`src/hdl/ssgr_pkg.sv`:
```
// ----------------------------------------------------------------------------
// ssgr_pkg
// Types, constants and codes shared by the grid resampler modules.
// ----------------------------------------------------------------------------
`default_nettype none
package ssgr_pkg;

  localparam int unsigned MaxSignals       = 16;
  localparam int unsigned SamplesPerSignal = 256;
  localparam int unsigned SigW   = 4;
  localparam int unsigned CntW   = 9;
  localparam int unsigned SlotW  = 8;
  localparam int unsigned AddrW  = SigW + SlotW;
  localparam int unsigned Depth  = MaxSignals * SamplesPerSignal;

  typedef enum logic [1:0] {
    OP_LOAD    = 2'd0,
    OP_RESTART = 2'd1,
    OP_ADVANCE = 2'd2,
    OP_NONE    = 2'd3
  } opcode_e;

  typedef enum logic [1:0] {
    ST_ROW  = 2'd0,
    ST_ACK  = 2'd1,
    ST_FULL = 2'd2,
    ST_END  = 2'd3
  } status_e;

  typedef enum logic [1:0] {
    REG_START  = 2'd0,
    REG_SPAN   = 2'd1,
    REG_STEP   = 2'd2,
    REG_SIGNUM = 2'd3
  } reg_e;

  typedef enum logic [2:0] {
    BK_IDLE,
    BK_RESTART,
    BK_READ,
    BK_WAIT,
    BK_CHECK,
    BK_EMIT
  } back_e;

  typedef struct packed {
    logic [1:0]         opcode;
    logic [3:0]         sig_idx;
    logic [31:0]        sample_time;
    logic signed [31:0] sample_value;
  } in_item_t;

  typedef struct packed {
    logic [1:0]         status;
    logic [15:0]        row_index;
    logic [3:0]         out_signal;
    logic signed [31:0] held_value;
    logic               last_of_row;
  } out_item_t;

  // Classified work handed from front to back.
  typedef struct packed {
    logic [1:0]  opcode;
    logic [3:0]  sig;
    logic        dropped;
  } cmd_t;

endpackage
`default_nettype wire

```
`src/hdl/ssgr_back.sv`:
```
// ----------------------------------------------------------------------------
// ssgr_back
// Carries out commands: merges pending samples per signal up to the grid
// time, holds values, and emits rows, acknowledgments and end markers into an output queue.
// ----------------------------------------------------------------------------
`default_nettype none
module ssgr_back (
  input  wire logic                  clk_i,
  input  wire logic                  rst_ni,
  input  ssgr_pkg::cmd_t             cmd_i,
  input  wire logic                  cmd_valid_i,
  output logic                       cmd_pop_o,
  output logic [ssgr_pkg::AddrW-1:0] raddr_o,
  input  wire logic [31:0]           rtime_i,
  input  wire logic [31:0]           rvalue_i,
  input  wire logic [31:0]           start_time_i,
  input  wire logic [31:0]           span_i,
  input  wire logic [15:0]           step_i,
  input  wire logic [4:0]            signum_i,
  output ssgr_pkg::out_item_t        out_o,
  output logic                       empty_o,
  input  wire logic                  pop_i
);
  import ssgr_pkg::*;

  back_e             state_q, state_d;
  logic [CntW-1:0]   cur_q [MaxSignals];
  logic [CntW-1:0]   fill_q [MaxSignals];
  logic [31:0]       held_q [MaxSignals];
  logic [32:0]       grid_q;
  logic [15:0]       row_q;
  logic [SigW-1:0]   sig_q;
  out_item_t         oq_q;
  logic              ov_q;
  logic [32:0]       end_t, grid_nx;
  logic [SigW-1:0]   last_sig;
  logic [CntW-1:0]   fill_s;
  logic              oq_free;
  logic [15:0]       step_e;
  logic              take;
  logic              beat_v;
  out_item_t         beat_d;

  assign end_t    = {1'b0, start_time_i} + {1'b0, span_i};
  assign step_e   = (step_i == '0) ? 16'd1 : step_i;
  assign grid_nx  = grid_q + {17'd0, step_e};
  assign last_sig = (signum_i == '0) ? '0 :
                    (signum_i > 5'(MaxSignals)) ? SigW'(MaxSignals - 1) :
                    SigW'(signum_i - 5'd1);
  assign fill_s   = fill_q[sig_q];
  assign raddr_o  = {sig_q, cur_q[sig_q][SlotW-1:0]};
  assign oq_free  = !ov_q || pop_i;
  assign empty_o  = !ov_q;
  assign out_o    = oq_q;
  assign take     = state_q == BK_CHECK && cur_q[sig_q] < fill_s &&
                    {1'b0, rtime_i} <= grid_q;

  always_ff @(posedge clk_i or negedge rst_ni) begin
    if (!rst_ni) state_q <= BK_IDLE;
    else         state_q <= state_d;
  end

  always_comb begin
    state_d   = state_q;
    cmd_pop_o = 1'b0;
    beat_v    = 1'b0;
    beat_d    = '0;
    case (state_q)
      BK_IDLE: begin
        if (cmd_valid_i && oq_free) begin
          cmd_pop_o = 1'b1;
          case (cmd_i.opcode)
            OP_LOAD: begin
              beat_v            = 1'b1;
              beat_d.status     = cmd_i.dropped ? ST_FULL : ST_ACK;
              beat_d.out_signal = cmd_i.sig;
            end
            OP_RESTART: begin
              beat_v        = 1'b1;
              beat_d.status = ST_ACK;
            end
            OP_ADVANCE: begin
              if (grid_q >= end_t) begin
                beat_v        = 1'b1;
                beat_d.status = ST_END;
              end else begin
                state_d = BK_READ;
              end
            end
            default: ;
          endcase
        end
      end
      BK_READ:  state_d = (cur_q[sig_q] < fill_s) ? BK_WAIT : BK_CHECK;
      BK_WAIT:  state_d = BK_CHECK;
      BK_CHECK: begin
        if (take) begin
          state_d = BK_READ;
        end else if (sig_q == SigW'(MaxSignals - 1)) begin
          state_d = BK_EMIT;
        end else begin
          state_d = BK_READ;
        end
      end
      BK_EMIT: begin
        if (oq_free) begin
          beat_v             = 1'b1;
          beat_d.status      = ST_ROW;
          beat_d.row_index   = row_q;
          beat_d.out_signal  = sig_q;
          beat_d.held_value  = held_q[sig_q];
          beat_d.last_of_row = sig_q == last_sig;
          if (sig_q == last_sig) state_d = BK_IDLE;
        end
      end
      default: state_d = BK_IDLE;
    endcase
  end

  always_ff @(posedge clk_i or negedge rst_ni) begin
    if (!rst_ni) begin
      ov_q   <= 1'b0;
      oq_q   <= '0;
      grid_q <= '0;
      row_q  <= '0;
      sig_q  <= '0;
      for (int i = 0; i < MaxSignals; i++) begin
        cur_q[i]  <= '0;
        fill_q[i] <= '0;
        held_q[i] <= '0;
      end
    end else begin
      ov_q <= beat_v || (ov_q && !pop_i);
      if (beat_v) oq_q <= beat_d;
      case (state_q)
        BK_IDLE: begin
          sig_q <= '0;
          if (cmd_pop_o) begin
            if (cmd_i.opcode == OP_LOAD && !cmd_i.dropped) begin
              fill_q[cmd_i.sig] <= fill_q[cmd_i.sig] + 1'b1;
            end
            if (cmd_i.opcode == OP_RESTART) begin
              grid_q <= {1'b0, start_time_i};
              row_q  <= '0;
              for (int i = 0; i < MaxSignals; i++) begin
                cur_q[i]  <= '0;
                held_q[i] <= '0;
              end
            end
          end
        end
        BK_CHECK: begin
          if (take) begin
            held_q[sig_q] <= rvalue_i;
            cur_q[sig_q]  <= cur_q[sig_q] + 1'b1;
          end else if (sig_q == SigW'(MaxSignals - 1)) begin
            sig_q <= '0;
          end else begin
            sig_q <= sig_q + 1'b1;
          end
        end
        BK_EMIT: begin
          if (oq_free) begin
            sig_q <= sig_q + 1'b1;
            if (sig_q == last_sig) begin
              grid_q <= (grid_nx > end_t) ? end_t : grid_nx;
              row_q  <= row_q + 16'd1;
            end
          end
        end
        default: ;
      endcase
    end
  end
endmodule
`default_nettype wire

```
`config.mk`:
```
export PLATFORM = sky130hd
export DESIGN_NAME = ssgr_back
export DESIGN_NICKNAME = d
export VERILOG_FILES = /design/src/hdl/ssgr_pkg.sv /design/src/hdl/ssgr_back.sv
export SDC_FILE = /design/constraint.sdc
export NUM_CORES = 2
export LEC_CHECK = 0
export BUFFER_PORTS_ARGS = -buffer_cell sky130_fd_sc_hd__buf_2
export CORE_ASPECT_RATIO = 0.75
export CORE_MARGIN = 5
export CORE_UTILIZATION = 45
export CTS_BUF_LIST = sky130_fd_sc_hd__clkbuf_16
export DETAILED_ROUTE_END_ITERATION = 12
export HOLD_SLACK_MARGIN = 0.1
export REMOVE_ABC_BUFFERS = 1
export SYNTH_ARGS = -nofsm -noshare
export SYNTH_HDL_FRONTEND = slang
export SYNTH_SLANG_ARGS = --single-unit
```
`constraint.sdc`:
```
create_clock -name clk_i -period 15.9 [get_ports clk_i]
set_input_delay 3.18 -clock clk_i [delete_from_list [all_inputs] [get_ports clk_i]]
set_output_delay 3.18 -clock clk_i [all_outputs]
set_load 0.05 [all_outputs]
```
== After elaboration in Yosys (flattened, before gate mapping) ==
Cells that the tools add are included.

* $add $sub $neg: 7
* Magnitude comparators: 9
* Equality and inequality tests: 17
* Multiplexer cells: 74
* Bitwise logic cells: 2
* Reduce and logical (&&, ||, !) cells: 25

{| class="wikitable"
|+ Operator list
! cell !! number
|-
| $mux W512 || 3
|-
| $pmux W512 S2 || 1
|-
| $bwmux W512 || 1
|-
| $mux W144 || 3
|-
| $bwmux W144 || 2
|-
| $pmux W144 S2 || 1
|-
| $mux W33 || 6
|-
| $bmux W32 S4 || 1
|-
| $demux W32 S4 || 1
|-
| $bmux W9 S4 || 3
|-
| $mux W16 || 6
|-
| $mux W32 || 3
|-
| $demux W9 S4 || 2
|-
| $mux W9 || 8
|-
| $pmux W33 S2 || 1
|-
| $mux W53 || 1
|-
| $add A32 B32 Y33 || 1
|-
| $add A33 B16 Y33 || 1
|-
| $ge A33 B33 Y1 || 1
|-
| $gt A33 B33 Y1 || 1
|-
| $le A32 B33 Y1 || 1
|-
| $pmux W16 S2 || 1
|-
| $mux W4 || 7
|-
| $mux W3 || 8
|-
| other kinds (38) || 70
|}

* Register bits: 912
* Input bits: 160
* Output and inout bits: 69
* Word-level logic and storage cells: 192

== Longest topological paths before layout ==
* Depth in word-level cells: 9
* Mapped depth: 26
* Gate-level depth less buffers: 24

== Least setup slack after synthesis ==
Ideal clock, no wire load.

* Kind: input -> register
* Start point: input port step_i[8]
* End point: register grid_q[31]
* Library setup time: 0.138 ns
* Arrival time: 8.083 ns
* Required time: 15.762 ns
* Slack: 7.678 ns
* Stages on the path: 25
* Path buffers: 2
* Path through: nor4_1 > a41o_1 > ha_1 > inv_1 > fa_1 > nand2b_1 > a21o_1 > a21oi_1 > o221a_2 > nor2_1 > nor2_1 > nand3_1 > xnor2_1 > ha_1 > a21o_1 > a21o_1 > a21o_1 > a21oi_1 > o21ai_0 > nand2b_1 > and3_1 > o32ai_2 > clkbuf_1 > buf_1 > o211ai_1

* Cells in the longest elaborated chain, start to end: 8

{| class="wikitable"
|+ Ends and longest elaborated chain
! item !! RTL line !! RTL
|-
| start: declaration || ssgr_back.sv:18 || <nowiki>input wire logic [15:0] step_i,</nowiki>
|-
| $logic_not A16 Y1 || ssgr_back.sv:45 || <nowiki>assign step_e = (step_i == '0) ? 16'd1 : step_i;</nowiki>
|-
| $mux W16 * || ssgr_back.sv:45 ||
|-
| $add A33 B16 Y33 * || ssgr_back.sv:46 || <nowiki>assign grid_nx = grid_q + {17'd0, step_e};</nowiki>
|-
| $gt A33 B33 Y1 || ssgr_back.sv:166 || <nowiki>grid_q <= (grid_nx > end_t) ? end_t : grid_nx;</nowiki>
|-
| $mux W33 * || ssgr_back.sv:166 ||
|-
| $mux W33 * || ssgr_back.sv:165 || <nowiki>if (sig_q == last_sig) begin</nowiki>
|-
| $mux W33 * || ssgr_back.sv:163 || <nowiki>if (oq_free) begin</nowiki>
|-
| $pmux W33 S2 * || ssgr_back.sv:135 || <nowiki>case (state_q)</nowiki>
|-
| end signal: assignment || ssgr_back.sv:143 || <nowiki>grid_q <= {1'b0, start_time_i};</nowiki>
|-
| end signal: assignment || ssgr_back.sv:166 ||
|-
| end: declaration || ssgr_back.sv:30 || <nowiki>logic [32:0] grid_q;</nowiki>
|}

Every way passes the cells marked *; elsewhere a longest branch is shown, timed or not. The select of a mux whose other input is x is not followed.
A chain may end at the register's enable or synchronous reset.

== Worst setup path after layout ==
* Start point: input port start_time_i[9]
* End point: register grid_q[0]

* Cells in the longest elaborated chain, start to end: 6

{| class="wikitable"
|+ Ends and longest elaborated chain
! item !! RTL line !! RTL
|-
| start: declaration || ssgr_back.sv:16 || <nowiki>input wire logic [31:0] start_time_i,</nowiki>
|-
| $add A32 B32 Y33 || ssgr_back.sv:44 || <nowiki>assign end_t = {1'b0, start_time_i} + {1'b0, span_i};</nowiki>
|-
| $gt A33 B33 Y1 || ssgr_back.sv:166 ||
|-
| $mux W33 || ssgr_back.sv:166 ||
|-
| $mux W33 || ssgr_back.sv:165 ||
|-
| $mux W33 || ssgr_back.sv:163 ||
|-
| $pmux W33 S2 || ssgr_back.sv:135 ||
|}

Every way passes these cells. The select of a mux whose other input is x is not followed.

==> reports/results.ini <==
[global_routing]
grt_pass1_vias=34100
grtUsageTotal=0.261
grt-ovfl-total=0
antenna_found_initial=11
grt_first_pass_wirelength_mm=221
grt_max_degree=179

[timing]
setup_slack_ns=6.65
fin_crit_sh=0.582
worstMarginPinSlew_ns=1.24
final_hold_viol_count=0
finalSetupTns_ns=0
holdWs_ns=0.482
post-route-min-period_ns=9.25
fmax_mhz=108
slew_violations=0
max_slew_margin=0.168
finalSetupViolCount=0
rsz0062_at_grt=no
skew_ns=0.0267

[power]
seqPwrFrac=0.383
p_leak_nw=23.4
pwr-share-comb=0.292
p_sw_frac=0.353
power_mw=6.90
power.density_nw_per_um2=134
net-switching-power_mw=2.44
internal_power_mw=4.46
clkPwrFrac=0.325
ir_worst_vdd_v=0.0000966

[worst_setup_path]
start_kind=primary input
cp-end-kind=flip-flop
cp_max_fo=37
crit_type=primary input to flip-flop
worstPathRequired_ns=16.41
critPathBufInv=2
path_delay_family=compound AO/OA/AOI/OAI gates
arrival_ns=9.76
path_cells=buf_2 > ha_1 > a21o_1 > o21bai_1 > a311o_1 > o41ai_1 > o211ai_1 > a221o_1 > xnor2_1 > ha_1 > a21o_1 > a21o_1 > a21o_1 > a21oi_1 > o21ai_0 > nand2b_1 > and3_1 > o32ai_4 > buf_4 > mux2i_1 > o221ai_1
critical_path.slowest_cell=o32ai_4
cp_common_cell=a21o_1
critPathMaxStageDelay_ns=0.84

[detailed_routing]
wire_per_inst_um=27.9
wirelength_mm=146
viasPerCell=6.44
ant_nets=0
drcViolationCount=0
first_pass_iters=8
first_iter_violations=3268
num_vias=33600

[synthesis]
ys_types=78
postSynthAreaPerCell_um2=12.4
ys_warn_count=0
yosys_most_used_dff=dfrtp_1
async_flop_share=1.00
syn_inst=3760
synth_edf_count=0
ys_ff_latch=912
yosysSeqAreaShare=0.488
synth_area_um2=46800

[clocking]
cts_setup_buffers=0
clock_path_buffers=3
path_clk_slew_ns=0.06
cts_buffers=95
cts_tree=yes
cts_sinks=912
clock_latency_ns=0.67
cts_max_level=3
cts_resized=0
postCtsHoldBufs=0
cts.root.buffer_cell=clkbuf_16

[floorplan]
dieHeight_um=289
rows=102
die-area_um2=111000
core_um2=103000
ioPinCount=229
start_util=0.453
fp.dieW_um=382

[layout]
area_growth_pct=10.5
n_fill_cell=9093
final_common_cell=dfrtp_1
nNetsFinal=4114
drive_gt1_frac=0.215
layout_common_cells=908 x dfrtp_1, 528 x a22o_1, 295 x mux4_2, 295 x nand2_1, 227 x buf_2

[run_status]
status=finished clean

[place]
hpwl_mm=86.3
place_ws_ns=6.16
gp_congestion=0.897
io_buffers=228

[hold_path]
hp-class=flip-flop to flip-flop

[flow_run]
cap_violations=0

-- registers in the layout, summed over array words and instances, names as in the netlist --
signal   count
cur_q      144
fill_q     144
grid_q      33
held_q     512
out_o       55
ov_q         1
row_q       16
sig_q        4
state_q      3
-- power by group through the flow --
stage | logic (mW) | registers (mW) | clock network (mW)
after global placement | 1.98 | 2.68 | 0
after floorplan | 1.20 | 2.81 | 0
after CTS | 2.01 | 2.64 | 2.28
after global routing | 2.19 | 2.66 | 2.38
after detailed placement | 2.00 | 2.68 | 0
final | 2.02 | 2.64 | 2.24
-- cells by family after synthesis --
kind of cell | after synthesis | synth area share
AOI/OAI and AO/OA | 1127 | 0.184
muxes | 348 | 0.155
adders and majority gates | 164 | 0.0441
DFF | 912 | 0.488
buffers and inverters | 437 | 0.0438
and+or+nand+nor | 695 | 0.0709
xor gates and xnor gates | 77 | 0.0144
-- cell type report --
| type | count | area (um2) | area share |
|---|---|---|---|
| sequential | 912 | 22800 | 0.442 |
| inverter | 74 | 278 | 0.00537 |
| tap | 1352 | 1690 | 0.0327 |
| clock inverter | 72 | 638 | 0.0123 |
| timing repair buffer | 298 | 1710 | 0.0332 |
| clock buffer | 97 | 2430 | 0.0470 |
| antenna | 5 | 12.5 | 0.000242 |
| multi-input combinational | 2411 | 22100 | 0.427 |
-- metrics by stage --
step,utilization,cells,area [um2]
after CTS,0.500,5216,51700
final,0.501,5221,51700
after detailed placement,0.471,5047,48600
after global placement,0.471,5047,48600
after floorplan,-,3397,45000
after global routing,0.501,5220,51700
-- worst paths after layout --
path | startpoint | endpoint | slack [ns] | cells after the start
max | start_time_i[9] | grid_q[0] | 6.65 | 21
max reg2reg | sig_q[0] | cur_q[19] | 8.48 | 14
max in group asynchronous | rst_ni | held_q[368] | 10.12 | 4
min in group asynchronous | rst_ni | held_q[103] | 2.64 | 1
min reg2reg | cur_q[76] | cur_q[76] | 0.48 | 1
min | cur_q[76] | cur_q[76] | 0.48 | 1
-- Yosys cell counts (6+ instances only) --
| cell type | count | area, um2 |
|---|---|---|
| dfrtp_1 | 912 | 22800 |
| a22o_1 | 528 | 4620 |
| nand2_1 | 301 | 1130 |
| mux4_2 | 295 | 6640 |
| clkbuf_1 | 197 | 739 |
| ha_1 | 160 | 2000 |
| a21oi_1 | 155 | 776 |
| o21ai_0 | 141 | 706 |
| o2bb2ai_1 | 128 | 1120 |
| nand3_1 | 89 | 445 |
| nor2_1 | 86 | 323 |
| inv_1 | 73 | 274 |
| buf_1 | 65 | 244 |
| buf_2 | 56 | 280 |
| a21o_1 | 51 | 383 |
| xnor2_1 | 50 | 438 |
| mux2_2 | 48 | 541 |
| and3_1 | 47 | 294 |
| buf_6 | 43 | 484 |
| nand4_1 | 30 | 188 |
| nor3_1 | 30 | 150 |
| or3_1 | 27 | 169 |
| xor2_1 | 27 | 236 |
| nand2b_1 | 16 | 100 |
| nor2b_1 | 15 | 93.8 |
| o211ai_1 | 14 | 105 |
| o21a_1 | 11 | 82.6 |
| nand2_4 | 10 | 113 |
| o21bai_1 | 10 | 75.1 |
| a211oi_1 | 9 | 67.6 |
| a31oi_1 | 8 | 50.1 |
| and2_1 | 8 | 50.1 |
| nor4_1 | 8 | 50.1 |
| nor2_2 | 7 | 43.8 |
| a311o_1 | 6 | 60.1 |
-- routing by layer --
| layer | vias up | GRT usage | wire length, um |
|---|---|---|---|
| met2 | 1345 | 0.396 | 65000 |
| met1 | 17500 | 0.377 | 64900 |
| met4 | 4 | 0.0698 | 3960 |
| met3 | 267 | 0.0688 | 11900 |
| li1 | 14500 | - | - |
| met5 | - | 0 | 30 |
Note: power is estimated with default switching activity, not from simulation.
