### config.mk
export PLATFORM = sky130hd
export DESIGN_NAME = ssgr_front
export DESIGN_NICKNAME = d
export VERILOG_FILES = /design/src/hdl/ssgr_pkg.sv /design/src/hdl/ssgr_front.sv
export SDC_FILE = /design/constraint.sdc
export NUM_CORES = 1
export LEC_CHECK = 0
export BUFFER_PORTS_ARGS = -buffer_cell sky130_fd_sc_hd__buf_2
export CAP_MARGIN = 20
export CORE_MARGIN = 4
export CORE_UTILIZATION = 24
export CTS_CLUSTER_DIAMETER = 120
export DETAILED_ROUTE_END_ITERATION = 10
export GPL_ROUTABILITY_DRIVEN = 1
export PLACE_DENSITY_LB_ADDON = 0.15
export SETUP_SLACK_MARGIN = 0.05
export SKIP_LAST_GASP = 1
export SLEW_MARGIN = 20
export SYNTH_ARGS = -nofsm -noshare
export SYNTH_HDL_FRONTEND = slang
export SYNTH_SLANG_ARGS = --single-unit
### constraint.sdc
create_clock -name clk_i -period 3.4 [get_ports clk_i]
set_input_delay 0.34 -clock clk_i [delete_from_list [all_inputs] [get_ports clk_i]]
set_output_delay 0.34 -clock clk_i [all_outputs]
set_load 0.01 [all_outputs]
### src/hdl/ssgr_pkg.sv
// ----------------------------------------------------------------------------
// ssgr_pkg
// Types, constants and codes shared by the grid resampler modules.
// ----------------------------------------------------------------------------
`default_nettype none
package ssgr_pkg;

  localparam int unsigned MaxSignals       = 16;
  localparam int unsigned SamplesPerSignal = 256;
  localparam int unsigned SigW   = 4;
  localparam int unsigned CntW   = 9;
  localparam int unsigned SlotW  = 8;
  localparam int unsigned AddrW  = SigW + SlotW;
  localparam int unsigned Depth  = MaxSignals * SamplesPerSignal;

  typedef enum logic [1:0] {
    OP_LOAD    = 2'd0,
    OP_RESTART = 2'd1,
    OP_ADVANCE = 2'd2,
    OP_NONE    = 2'd3
  } opcode_e;

  typedef enum logic [1:0] {
    ST_ROW  = 2'd0,
    ST_ACK  = 2'd1,
    ST_FULL = 2'd2,
    ST_END  = 2'd3
  } status_e;

  typedef enum logic [1:0] {
    REG_START  = 2'd0,
    REG_SPAN   = 2'd1,
    REG_STEP   = 2'd2,
    REG_SIGNUM = 2'd3
  } reg_e;

  typedef enum logic [2:0] {
    BK_IDLE,
    BK_RESTART,
    BK_READ,
    BK_WAIT,
    BK_CHECK,
    BK_EMIT
  } back_e;

  typedef struct packed {
    logic [1:0]         opcode;
    logic [3:0]         sig_idx;
    logic [31:0]        sample_time;
    logic signed [31:0] sample_value;
  } in_item_t;

  typedef struct packed {
    logic [1:0]         status;
    logic [15:0]        row_index;
    logic [3:0]         out_signal;
    logic signed [31:0] held_value;
    logic               last_of_row;
  } out_item_t;

  // Classified work handed from front to back.
  typedef struct packed {
    logic [1:0]  opcode;
    logic [3:0]  sig;
    logic        dropped;
  } cmd_t;

endpackage
`default_nettype wire

### src/hdl/ssgr_front.sv
// ----------------------------------------------------------------------------
// ssgr_front
// Accepts items, writes loaded samples to the stores, tracks fill counts and
// passes classified commands through a two-entry queue to the back end.
// ----------------------------------------------------------------------------
`default_nettype none
module ssgr_front (
  input  wire logic                 clk_i,
  input  wire logic                 rst_ni,
  input  wire logic                 push_i,
  input  ssgr_pkg::in_item_t        item_i,
  output logic                      full_o,
  output logic                      we_o,
  output logic [ssgr_pkg::AddrW-1:0] waddr_o,
  output ssgr_pkg::cmd_t            cmd_o,
  output logic                      cmd_valid_o,
  input  wire logic                 cmd_pop_i
);
  import ssgr_pkg::*;

  logic [CntW-1:0] fill_q [MaxSignals];
  cmd_t            fifo_q [2];
  logic            rd_q, wr_q;
  logic [1:0]      cnt_q;
  logic            acc;
  logic            drop;
  cmd_t            cmd;

  assign full_o      = cnt_q == 2'd2;
  assign acc         = push_i && !full_o;
  assign cmd_valid_o = cnt_q != 2'd0;
  assign cmd_o       = fifo_q[rd_q];
  assign drop        = fill_q[item_i.sig_idx] >= CntW'(SamplesPerSignal);
  assign we_o        = acc && item_i.opcode == OP_LOAD && !drop;
  assign waddr_o     = {item_i.sig_idx,
                        fill_q[item_i.sig_idx][SlotW-1:0]};

  always_comb begin
    cmd.opcode  = item_i.opcode;
    cmd.sig     = item_i.sig_idx;
    cmd.dropped = drop;
  end

  always_ff @(posedge clk_i or negedge rst_ni) begin
    if (!rst_ni) begin
      rd_q  <= 1'b0;
      wr_q  <= 1'b0;
      cnt_q <= 2'd0;
      for (int i = 0; i < MaxSignals; i++) fill_q[i] <= '0;
    end else begin
      if (we_o) begin
        fill_q[item_i.sig_idx] <= fill_q[item_i.sig_idx] + 1'b1;
      end
      if (acc && item_i.opcode != OP_NONE) begin
        fifo_q[wr_q] <= cmd;
        wr_q         <= ~wr_q;
      end
      if (cmd_pop_i && cmd_valid_o) rd_q <= ~rd_q;
      cnt_q <= cnt_q + {1'b0, acc && item_i.opcode != OP_NONE}
                     - {1'b0, cmd_pop_i && cmd_valid_o};
    end
  end
endmodule
`default_nettype wire

# ---- After elaboration in Yosys (flattened, before gate mapping)
# Memory sizes are Yosys's and may differ from the RTL's.
# Cells that the tools add are included.
dict set report totals {
  regBits 148
  ram_bits 14
  in_bits 74
  output_inout_bits 22
  wordCells 50
  memories 1
}
dict set report classes {
  n_addsub 3
  order_cmp 3
  eq_ne 2
  mux 8
  bitwise 3
  reduce_logical 11
}
# memory depth word_bits read_ports rd_clocked_by_memory_dff write_ports line
set mem_list {}
lappend mem_list {fifo_q 2 7 1 0 1 ssgr_front.sv:22} ;# cmd_t fifo_q [2];
# operator n
set op_table {}
lappend op_table {{$bwmux W144} 1}
lappend op_table {{$bmux W9 S4} 1}
lappend op_table {{$demux W9 S4} 1}
lappend op_table {{$mux W9} 3}
lappend op_table {{$add A9 B1 Y9 const B} 1}
lappend op_table {{$ge A9 B9 Y1 const B} 1}
lappend op_table {{$logic_and A1 B1 Y1} 7}
lappend op_table {{$ge A5 B5 Y1 const B} 1}
lappend op_table {{$lt A5 B1 Y1 const B} 1}
lappend op_table {{$not A4 Y5} 1}
lappend op_table {{$add A2 B1 Y2} 1}
lappend op_table {{$eq A2 B2 Y1 const B} 1}
lappend op_table {{$logic_not A1 Y1} 2}
lappend op_table {{$logic_not A2 Y1} 1}
lappend op_table {{$mux W1} 2}
lappend op_table {{$ne A2 B2 Y1 const B} 1}
lappend op_table {{$not A1 Y1} 2}
lappend op_table {{$reduce_bool A2 Y1} 1}
lappend op_table {{$sub A2 B1 Y2} 1}

# ---- Longest topological paths before layout
# Gate-level depths: netlist (run 1).
dict set report logic_depth {
  depth_word 7
  mapped_depth 12
  mapped_depth_nobuf 8
}

# ---- Worst setup path before layout (run 1)
# No wires, ideal clock.
dict set report synth_path {
  kind {input to register}
  startpoint {input port item_i[64] (netlist bit)}
  endpoint {register fill_q[105] (netlist bit)}
  setup_ns 0.133
  t_arrival_ns 2.906
  required_ns 3.267
  path_slack_ns 0.361
  cell_stages 12
  path_buffers 4
  cell_sequence {buf_6 buf_4 mux4_2 a22oi_1 nand2_1 clkbuf_1 ha_1 a21boi_0 nand4_1 xor2_1 clkbuf_1 o21ai_0}
}
dict set report synth_between {
  elab_chain_cells 7
  elab_cells_between_ends 14
  cone_classes {add/sub: 1; order compare: 3; mux: 6; bitwise: 1; reduce/logical: 3}
}
# item line
set synth_rtl {}
lappend synth_rtl {{start, declared} ssgr_front.sv:11} ;# input ssgr_pkg::in_item_t item_i,
lappend synth_rtl {{$not A4 Y5 *} -}
lappend synth_rtl {{$bmux W9 S4 *} -}
lappend synth_rtl {{$mux W9 (implied by the code) * (2 in a row)} {ssgr_front.sv:33, ssgr_front.sv:52}}
lappend synth_rtl {{via waddr_o, one bit} ssgr_front.sv:14} ;# output logic [ssgr_pkg::AddrW-1:0] waddr_o,
lappend synth_rtl {{$ge A9 B9 Y1} ssgr_front.sv:33} ;# assign drop = fill_q[item_i.sig_idx] >= CntW'(SamplesPerSignal);
lappend synth_rtl {{$logic_not A1 Y1} ssgr_front.sv:34} ;# assign we_o = acc && item_i.opcode == OP_LOAD && !drop;
lappend synth_rtl {{$logic_and A1 B1 Y1} ssgr_front.sv:34}
lappend synth_rtl {{end signal, assigned by index} ssgr_front.sv:52} ;# fill_q[item_i.sig_idx] <= fill_q[item_i.sig_idx] + 1'b1;
lappend synth_rtl {{end, declared} ssgr_front.sv:21} ;# logic [CntW-1:0] fill_q [MaxSignals];
# Mark *: on every way through the listed nets, which the timed path passes. The rest lies on a longest branch. The select of a mux whose other input is x is not followed.
# A chain may end at the register's enable or synchronous reset.

# ---- Final worst setup path (run 1)
dict set report layout_path {
  startpoint {input port item_i[64] (netlist bit)}
  endpoint {output port we_o}
}
dict set report layout_between {
  elab_chain_cells 7
}
# item line
set layout_rtl {}
lappend layout_rtl {{$not A4 Y5 (implied by the code)} ssgr_front.sv:33}
lappend layout_rtl {{$bmux W9 S4} ssgr_front.sv:33}
lappend layout_rtl {{$mux W9 (implied by the code) (2 in a row)} ssgr_front.sv:33}
lappend layout_rtl {{$ge A9 B9 Y1} ssgr_front.sv:33}
lappend layout_rtl {{via drop} ssgr_front.sv:26} ;# logic drop;
lappend layout_rtl {{$logic_not A1 Y1} ssgr_front.sv:34}
lappend layout_rtl {{$logic_and A1 B1 Y1} ssgr_front.sv:34}
lappend layout_rtl {{end, declared} ssgr_front.sv:13} ;# output logic we_o,
# The timed path passes the listed nets, and every way through them passes these cells. The select of a mux whose other input is x is not followed.

==> run_summary.xml, run 1 <==
<?xml version="1.0" encoding="UTF-8"?>
<metrics>
  <group name="worst_setup_path">
    <metric name="setup.worst_path.class" unit="">input pin to output pin</metric>
    <metric name="cp.arrival" unit="ns">2.44</metric>
    <metric name="r2r_cells" unit="">6</metric>
    <metric name="critical_path_required" unit="ns">3.06</metric>
    <metric name="critPathCaptureType" unit="">output pin</metric>
    <metric name="r2r-start" unit="">fill_q[116]</metric>
    <metric name="timing.rr.end" unit="">fill_q[116]</metric>
    <metric name="critPathMaxFanout" unit="">10</metric>
    <metric name="critical_path.startpoint_type" unit="">input pin</metric>
    <metric name="reg2reg_slack" unit="ns">0.69</metric>
  </group>
  <group name="yosys">
    <metric name="yosys_warnings" unit="">0</metric>
    <metric name="synth_fa_ha_area_frac" unit="">0.00477</metric>
    <metric name="simple_gate_share_of_the_synthesized_area" unit="">0.134</metric>
    <metric name="synth_enable_flop_cells" unit="">14</metric>
    <metric name="synth.top_cells.by_area" unit="">sky130_fd_sc_hd__dfrtp_1 (47%), sky130_fd_sc_hd__mux4_2 (9.7%), sky130_fd_sc_hd__o21ai_0 (6.1%)</metric>
    <metric name="synth.cells.most_frequent" unit="">sky130_fd_sc_hd__dfrtp_1 (148), sky130_fd_sc_hd__nand2_1 (110), sky130_fd_sc_hd__o21ai_0 (96)</metric>
    <metric name="ys.flop_type" unit="">sky130_fd_sc_hd__dfrtp_1</metric>
    <metric name="synth.lib_cells_used.distinct" unit="">40</metric>
    <metric name="ys_seq_elements" unit="">162</metric>
    <metric name="synthesis.instances" unit="">696</metric>
    <metric name="synth_top_family_by_area" unit="">multiplexers</metric>
    <metric name="synthesis.area_per_instance" unit="um^2">11.3</metric>
    <metric name="part_of_the_yosys_area_used_for_sequential_elements" unit="">0.524</metric>
    <metric name="synth_compound_area_frac" unit="">0.125</metric>
    <metric name="async_reset_ff_frac" unit="">0.914</metric>
    <metric name="netlist_area" unit="um^2">7870</metric>
    <metric name="most_frequent_cell_after_synthesis" unit="">sky130_fd_sc_hd__dfrtp_1</metric>
    <metric name="synth_area_leader_cell" unit="">sky130_fd_sc_hd__dfrtp_1</metric>
    <metric name="multiplexer_area_fraction_after_synthesis" unit="">0.160</metric>
    <metric name="mappedNetlistNets" unit="">773</metric>
    <metric name="post_synthesis_share_of_cell_area_spent_on_xor_and_xnor_gates" unit="">0.00890</metric>
    <metric name="netlist.area_leader.share" unit="">0.470</metric>
  </group>
  <group name="drt">
    <metric name="postRouteAntennaNets" unit="">0</metric>
    <metric name="wl_per_cell" unit="um">19.4</metric>
    <metric name="avgViaCountPerCell" unit="">4.79</metric>
    <metric name="post-route-drc-count" unit="">0</metric>
    <metric name="drtPass1Iterations" unit="">4</metric>
    <metric name="detailroute.via_count" unit="">5656</metric>
    <metric name="drt_iter0_markers" unit="">383</metric>
    <metric name="detail_route.wirelength" unit="mm">23.0</metric>
  </group>
  <group name="floorplan">
    <metric name="core" unit="um^2">32500</metric>
    <metric name="floorplan.initialDensity" unit="">0.243</metric>
    <metric name="design.die.area" unit="um^2">35800</metric>
    <metric name="die-width" unit="um">189</metric>
    <metric name="fp-row-count" unit="">66</metric>
    <metric name="die_h" unit="um">189</metric>
    <metric name="boundaryPins" unit="">96</metric>
  </group>
  <group name="grt">
    <metric name="global_route.overflow_total" unit="">0</metric>
    <metric name="first_global_vias" unit="">5902</metric>
    <metric name="track_usage" unit="">0.132</metric>
    <metric name="grt_antenna_before_repair" unit="">0</metric>
    <metric name="grt_first_pass_wirelength" unit="mm">36.1</metric>
    <metric name="maximum_number_of_pins_on_one_net_before_global_route_repair" unit="">116</metric>
  </group>
  <group name="timing">
    <metric name="drv_slew" unit="">0</metric>
    <metric name="rsz0062_at_grt" unit="">no</metric>
    <metric name="setup_tns" unit="ns">0</metric>
    <metric name="fin_skew" unit="ns">0.0119</metric>
    <metric name="count_of_final_hold_check_violations" unit="">0</metric>
    <metric name="layout_setup_ws" unit="ns">0.620</metric>
    <metric name="worst_slew_pin_slew" unit="ns">0.763</metric>
    <metric name="period_needed" unit="ns">2.78</metric>
    <metric name="slew_headroom" unit="">0.490</metric>
    <metric name="fmax" unit="MHz">360</metric>
    <metric name="post-route-period-util" unit="">0.818</metric>
    <metric name="final-setup-viol-count" unit="">0</metric>
  </group>
  <group name="final_layout">
    <metric name="num-fill-cells" unit="">3328</metric>
    <metric name="multiInputGateArea" unit="um^2">3410</metric>
    <metric name="area_growth" unit="%">18.5</metric>
    <metric name="drive_above_1_share" unit="">0.248</metric>
    <metric name="regArea" unit="um^2">4120</metric>
    <metric name="finalNetCount" unit="">803</metric>
  </group>
  <group name="clock_tree">
    <metric name="tritoncts" unit="">yes</metric>
    <metric name="htree_num_levels" unit="">4</metric>
    <metric name="ctsRootBufferMaster" unit="">sky130_fd_sc_hd__clkbuf_16</metric>
    <metric name="cts-buffers-inserted" unit="">17</metric>
    <metric name="clock_sink_count" unit="">162</metric>
    <metric name="cts-root-to-sink-buffers" unit="">2</metric>
    <metric name="worst_setup_hold_path_clk_slew" unit="ns">0.06</metric>
    <metric name="clk_latency" unit="ns">0.43</metric>
  </group>
  <group name="run_status">
    <metric name="outcome" unit="">completed</metric>
  </group>
  <group name="placed_design">
    <metric name="detailedPlace.worstSlack" unit="ns">0.181</metric>
    <metric name="final_replace_weighted_congestion" unit="">0.741</metric>
    <metric name="io_buffers" unit="">31</metric>
    <metric name="place_hpwl" unit="mm">15.5</metric>
  </group>
  <group name="power_and_ir_drop">
    <metric name="irDropWorstVdd" unit="mV">0.303</metric>
    <metric name="p_per_area" unit="nW/um^2">510</metric>
    <metric name="power.static_leakage" unit="nW">4.09</metric>
  </group>
  <group name="hold_path">
    <metric name="min-delay-start" unit="">item_i[69]</metric>
    <metric name="whs_path_depth" unit="">1</metric>
    <metric name="hold_class" unit="">input pin to flip-flop</metric>
    <metric name="min_to" unit="">fifo_q[0][6]</metric>
  </group>
  <group name="job">
    <metric name="timing.max_cap.violations" unit="">0</metric>
  </group>
</metrics>
-- worst max-delay path, stage by stage --
cell and delay [ns]:
sky130_fd_sc_hd__buf_2 0.28, sky130_fd_sc_hd__buf_4 0.22, sky130_fd_sc_hd__mux4_2 0.51, sky130_fd_sc_hd__mux4_2 0.53, sky130_fd_sc_hd__nor4b_4 0.34, sky130_fd_sc_hd__buf_2 0.20
-- repair_timing --
item | in CTS | in global routing
hold buffers | 1 | 0
gates resized for setup | 0 | 0
setup buffers | 0 | 0
endpoints found under the setup margin | 0 | 0
hold endpoints to repair | 33 | 0
-- power breakdown --
part	total, mW	internal, mW	switching, mW
clock network	2.04	1.18	0.867
logic	0.563	0.243	0.320
registers	2.15	2.07	0.0746
-- metrics by stage --
stage                     instances   util  hold slack, ns  power [mW]  area (um^2)
after floorplan                 696      -          0.0444        2.53         7870
after global placement         1148  0.268           0.267        2.74         8690
after detailed placement       1148  0.268           0.276        2.76         8690
after CTS                      1181  0.287           0.125        4.83         9320
after global routing           1181  0.287           0.125        4.97         9320
final                          1182  0.287           0.142        4.76         9330
-- cells by family after synthesis --
logic type / count (synthesis)
DFF: 162
AOI/OAI and AO/OA: 158
buffers and inverters: 73
adders and majority gates: 3
muxes: 75
xor gates and xnor gates: 8
and+or+nand+nor: 217
-- state kept, by name (all words and copies together) (netlist names) --
name,count
wr_q,1
fifo_q,14
fill_q,144
rd_q,1
cnt_q,2
-- area by class of cell --
type,count,area share
inverter,5,0.00201
antenna,1,0.000268
sequential,162,0.442
timing repair buffer,79,0.0643
tap,442,0.0593
multi-input combinational,461,0.366
clock inverter,15,0.0208
clock buffer,17,0.0456
-- per-layer routing --
layer / global-route usage / vias to the layer above / part of all wire
met2: 0.219 / 105 / 0.49
li1: - / 2620 / -
met5: 0 / - / 0
met3: 0.0236 / 19 / 0.039
met4: 0.0381 / 0 / 0.016
met1: 0.178 / 2912 / 0.46
-- worst max path at each step --
| stage | end | slack, ns | start |
|---|---|---|---|
| CTS | we_o | 0.61 | item_i[64] |
| finish | we_o | 0.62 | item_i[64] |
| detailed placement | fill_q[116] | 0.18 | item_i[64] |
| floorplan | fill_q[105] | 0.36 | item_i[64] |
| global route | fill_q[8] | 0.48 | item_i[64] |
| global placement | fill_q[134] | 0.23 | item_i[64] |
-- cell usage in the layout, fill, tap and decap left out, drive strengths merged --
cell type and count:
clkinv 6, nor4b 1, a211o 16, xor2 4, mux2i 10, nand4 2, edfxtp 14, diode 1
nor3 1, inv 11, and4 1, o21ai 96, dlygate4sd3 1, or4 16, ha 3, and2 4
mux4 37, a211oi 17, nand2 111, bufinv 3, dfrtp 148, a31o 16, a22oi 12, nand3 33
xnor2 4, a21boi 1, nor2 20, and4b 4, nor4 16, or2 1, nor2b 5, and3 2
clkbuf 17, buf 78, mux2 28
Power figures use the tool's default switching activity.
==> run 2, diff against run 1 <==
--- a/config.mk
+++ b/config.mk
@@ -5,6 +5,7 @@
 export SDC_FILE = /design/constraint.sdc
 export NUM_CORES = 1
 export LEC_CHECK = 0
+export ABC_AREA = 1
 export BUFFER_PORTS_ARGS = -buffer_cell sky130_fd_sc_hd__buf_2
 export CAP_MARGIN = 20
 export CORE_MARGIN = 4
==> constraint.sdc (replaced) <==
create_clock -name clk_i -period 2.67 [get_ports clk_i]
set_input_delay 0.267 -clock clk_i [delete_from_list [all_inputs] [get_ports clk_i]]
set_output_delay 0.267 -clock clk_i [all_outputs]
set_load 0.01 [all_outputs]
==> run_summary.xml, run 2 <==
<?xml version="1.0" encoding="UTF-8"?>
<metrics>
  <group name="run_status">
    <metric name="outcome" unit="">completed</metric>
  </group>
  <group name="timing">
    <metric name="setup_tns" unit="ns">0</metric>
    <metric name="final-setup-viol-count" unit="">0</metric>
    <metric name="worst_slew_pin_slew" unit="ns">0.685</metric>
    <metric name="fin_skew" unit="ns">0.0137</metric>
    <metric name="rsz0062_at_grt" unit="">no</metric>
    <metric name="post-route-period-util" unit="">0.851</metric>
    <metric name="slew_headroom" unit="">0.543</metric>
    <metric name="fmax" unit="MHz">440</metric>
    <metric name="count_of_final_hold_check_violations" unit="">0</metric>
    <metric name="drv_slew" unit="">0</metric>
    <metric name="period_needed" unit="ns">2.27</metric>
  </group>
  <group name="final_layout">
    <metric name="flip_flop_count_of_the_largest_register_after_layout" unit="">144</metric>
    <metric name="finalNetCount" unit="">1203</metric>
    <metric name="finalNonFillerCells" unit="">1587</metric>
    <metric name="layout_top_registers" unit="">fill_q (144), fifo_q (14), cnt_q (2)</metric>
    <metric name="num_antenna_cells" unit="">0</metric>
    <metric name="leading_cell_types_in_the_layout_fill_and_taps_excluded" unit="">sky130_fd_sc_hd__nand2_1 (545), sky130_fd_sc_hd__dfrtp_1 (148), sky130_fd_sc_hd__o21ai_1 (59)</metric>
    <metric name="area_growth" unit="%">17.4</metric>
    <metric name="drive_above_1_share" unit="">0.144</metric>
    <metric name="top_register" unit="">fill_q</metric>
    <metric name="finish.instance_area" unit="um^2">9720</metric>
    <metric name="final_common_cell" unit="">sky130_fd_sc_hd__nand2_1</metric>
  </group>
  <group name="yosys">
    <metric name="synth.top_cells.by_area" unit="">sky130_fd_sc_hd__dfrtp_1 (45%), sky130_fd_sc_hd__nand2_1 (25%), sky130_fd_sc_hd__edfxtp_1 (5.1%)</metric>
    <metric name="synthesis.area_per_instance" unit="um^2">7.68</metric>
    <metric name="most_frequent_cell_after_synthesis" unit="">sky130_fd_sc_hd__nand2_1</metric>
    <metric name="part_of_the_yosys_area_used_for_sequential_elements" unit="">0.498</metric>
    <metric name="yosys_warnings" unit="">0</metric>
    <metric name="mappedNetlistNets" unit="">1155</metric>
    <metric name="synth.lib_cells_used.distinct" unit="">38</metric>
    <metric name="netlist_area" unit="um^2">8280</metric>
    <metric name="async_reset_ff_frac" unit="">0.914</metric>
    <metric name="netlist.area_leader.share" unit="">0.447</metric>
    <metric name="ys_seq_elements" unit="">162</metric>
    <metric name="synth_enable_flop_cells" unit="">14</metric>
    <metric name="ys.flop_type" unit="">sky130_fd_sc_hd__dfrtp_1</metric>
    <metric name="synth.cells.most_frequent" unit="">sky130_fd_sc_hd__nand2_1 (545), sky130_fd_sc_hd__dfrtp_1 (148), sky130_fd_sc_hd__o21ai_1 (59)</metric>
    <metric name="synth_area_leader_cell" unit="">sky130_fd_sc_hd__dfrtp_1</metric>
    <metric name="synthesis.instances" unit="">1078</metric>
  </group>
  <group name="clock_tree">
    <metric name="cts-root-to-sink-buffers" unit="">2</metric>
    <metric name="clock_sink_count" unit="">162</metric>
    <metric name="tritoncts" unit="">yes</metric>
    <metric name="htree_num_levels" unit="">4</metric>
    <metric name="cts-buffers-inserted" unit="">17</metric>
    <metric name="worst_setup_hold_path_clk_slew" unit="ns">0.07</metric>
    <metric name="clk_latency" unit="ns">0.44</metric>
    <metric name="ctsRootBufferMaster" unit="">sky130_fd_sc_hd__clkbuf_16</metric>
  </group>
  <group name="power_and_ir_drop">
    <metric name="p_total" unit="mW">5.98</metric>
    <metric name="irDropWorstVdd" unit="mV">0.415</metric>
    <metric name="power.static_leakage" unit="nW">4.84</metric>
    <metric name="p_per_area" unit="nW/um^2">615</metric>
  </group>
  <group name="grt">
    <metric name="track_usage" unit="">0.146</metric>
    <metric name="maximum_number_of_pins_on_one_net_before_global_route_repair" unit="">100</metric>
    <metric name="first_global_vias" unit="">6956</metric>
    <metric name="grt_first_pass_wirelength" unit="mm">42.6</metric>
    <metric name="grt_antenna_before_repair" unit="">0</metric>
    <metric name="global_route.overflow_total" unit="">0</metric>
  </group>
  <group name="floorplan">
    <metric name="design.die.area" unit="um^2">37500</metric>
    <metric name="boundaryPins" unit="">96</metric>
    <metric name="floorplan.initialDensity" unit="">0.245</metric>
    <metric name="core" unit="um^2">33800</metric>
    <metric name="die_h" unit="um">194</metric>
    <metric name="die-width" unit="um">194</metric>
    <metric name="fp-row-count" unit="">67</metric>
  </group>
  <group name="drt">
    <metric name="postRouteAntennaNets" unit="">0</metric>
    <metric name="drt_iter0_markers" unit="">448</metric>
    <metric name="avgViaCountPerCell" unit="">4.32</metric>
    <metric name="drtPass1Iterations" unit="">4</metric>
    <metric name="detail_route.wirelength" unit="mm">27.0</metric>
    <metric name="wl_per_cell" unit="um">17.0</metric>
    <metric name="detailroute.via_count" unit="">6853</metric>
    <metric name="post-route-drc-count" unit="">0</metric>
  </group>
  <group name="worst_setup_path">
    <metric name="cp.arrival" unit="ns">2.00</metric>
    <metric name="critical_path.startpoint_type" unit="">flip-flop</metric>
    <metric name="r2r-start" unit="">cnt_q[1]</metric>
    <metric name="critPathCaptureType" unit="">output pin</metric>
    <metric name="critPathLaunch" unit="">cnt_q[1]</metric>
    <metric name="critPathMaxFanout" unit="">21</metric>
    <metric name="setup.worst_path.class" unit="">flip-flop to output pin</metric>
    <metric name="critical_path_required" unit="ns">2.40</metric>
  </group>
  <group name="placed_design">
    <metric name="post-place-cells" unit="">1554</metric>
    <metric name="placedInstanceArea" unit="um^2">9100</metric>
    <metric name="io_buffers" unit="">31</metric>
    <metric name="final_replace_weighted_congestion" unit="">0.814</metric>
    <metric name="place_hpwl" unit="mm">18.2</metric>
  </group>
  <group name="hold_path">
    <metric name="hold_class" unit="">input pin to flip-flop</metric>
    <metric name="min-delay-start" unit="">item_i[69]</metric>
  </group>
  <group name="job">
    <metric name="timing.max_cap.violations" unit="">0</metric>
  </group>
</metrics>
## run 2: cell count changes in the layout (fill, tap and decap cells not counted), sizes merged, moves of 17 or more
cell    change
nand2     +449
inv        +47
mux4       -37
nor2       +37
mux2       -28
nand3      +25
nand4      +24
a211oi     -17
## run 2: what timing repair did
action	4_1_cts	5_1_grt
hold endpoints to repair	30	0
hold buffers	1	0
setup buffers	0	0
gates resized for setup	0	0
endpoints found under the setup margin	0	0
## run 2: path summary, 6_finish.rpt
check,end,slack [ns],cells after the start
min in group asynchronous,fill_q[72],0.51,3
max in group asynchronous,fill_q[122],1.62,3
min,fifo_q[0][6],0.07,1
min reg2reg,fill_q[80],0.45,2
max reg2reg,fill_q[83],0.66,9
max,we_o,0.40,8
## run 2: metrics by stage
stage               hold WS (ns)   util  setup WS (ns)
floorplan                -0.0286      -          0.233
global placement           0.426  0.269         0.0812
CTS                       0.0495  0.288          0.369
detailed placement         0.437  0.269         0.0680
global route              0.0587  0.288          0.194
finish                    0.0650  0.288          0.399
## run 2: critical path, stage by stage, from the launching register on
cell                      delay (ns)
sky130_fd_sc_hd__dfrtp_1        0.37
sky130_fd_sc_hd__inv_1          0.10
sky130_fd_sc_hd__o21ai_0        0.13
sky130_fd_sc_hd__nor3_2         0.15
sky130_fd_sc_hd__buf_4          0.31
sky130_fd_sc_hd__nand2_1        0.11
sky130_fd_sc_hd__inv_2          0.12
sky130_fd_sc_hd__buf_4          0.15
sky130_fd_sc_hd__buf_2          0.13
## run 2: power by group
part	total, mW	switching (mW)	internal, mW
Sequential	2.66	0.0663	2.59
Combinational	0.738	0.495	0.243
Clock	2.58	1.23	1.35
Total	5.98	1.79	4.19
## run 2: layer usage
metal / wire, um / share of wire / GRT usage / up-vias
met5: 0 / 0 / 0 / -
met4: 393 / 0.015 / 0.0338 / 0
met3: 643 / 0.024 / 0.0196 / 24
met2: 12400 / 0.46 / 0.236 / 95
met1: 13600 / 0.50 / 0.208 / 3245
li1: - / - / - / 3489
## run 2: layout make-up
type	instances	area, um^2
Fill cell	3716	24100
Sequential cell	162	4120
Multi-Input combinational cell	804	3490
Timing Repair Buffer	90	744
Tap cell	448	561
Clock buffer	17	425
Inverter	51	194
Clock inverter	15	181
## run 2: cells by family after synthesis
logic type      Yosys count  synth area share
compound gates           92            0.0600
xor+xnor                  4           0.00423
fa+ha+maj                 3           0.00453
buf+inv                 112            0.0809
flops                   162             0.498
simple gates            705             0.352
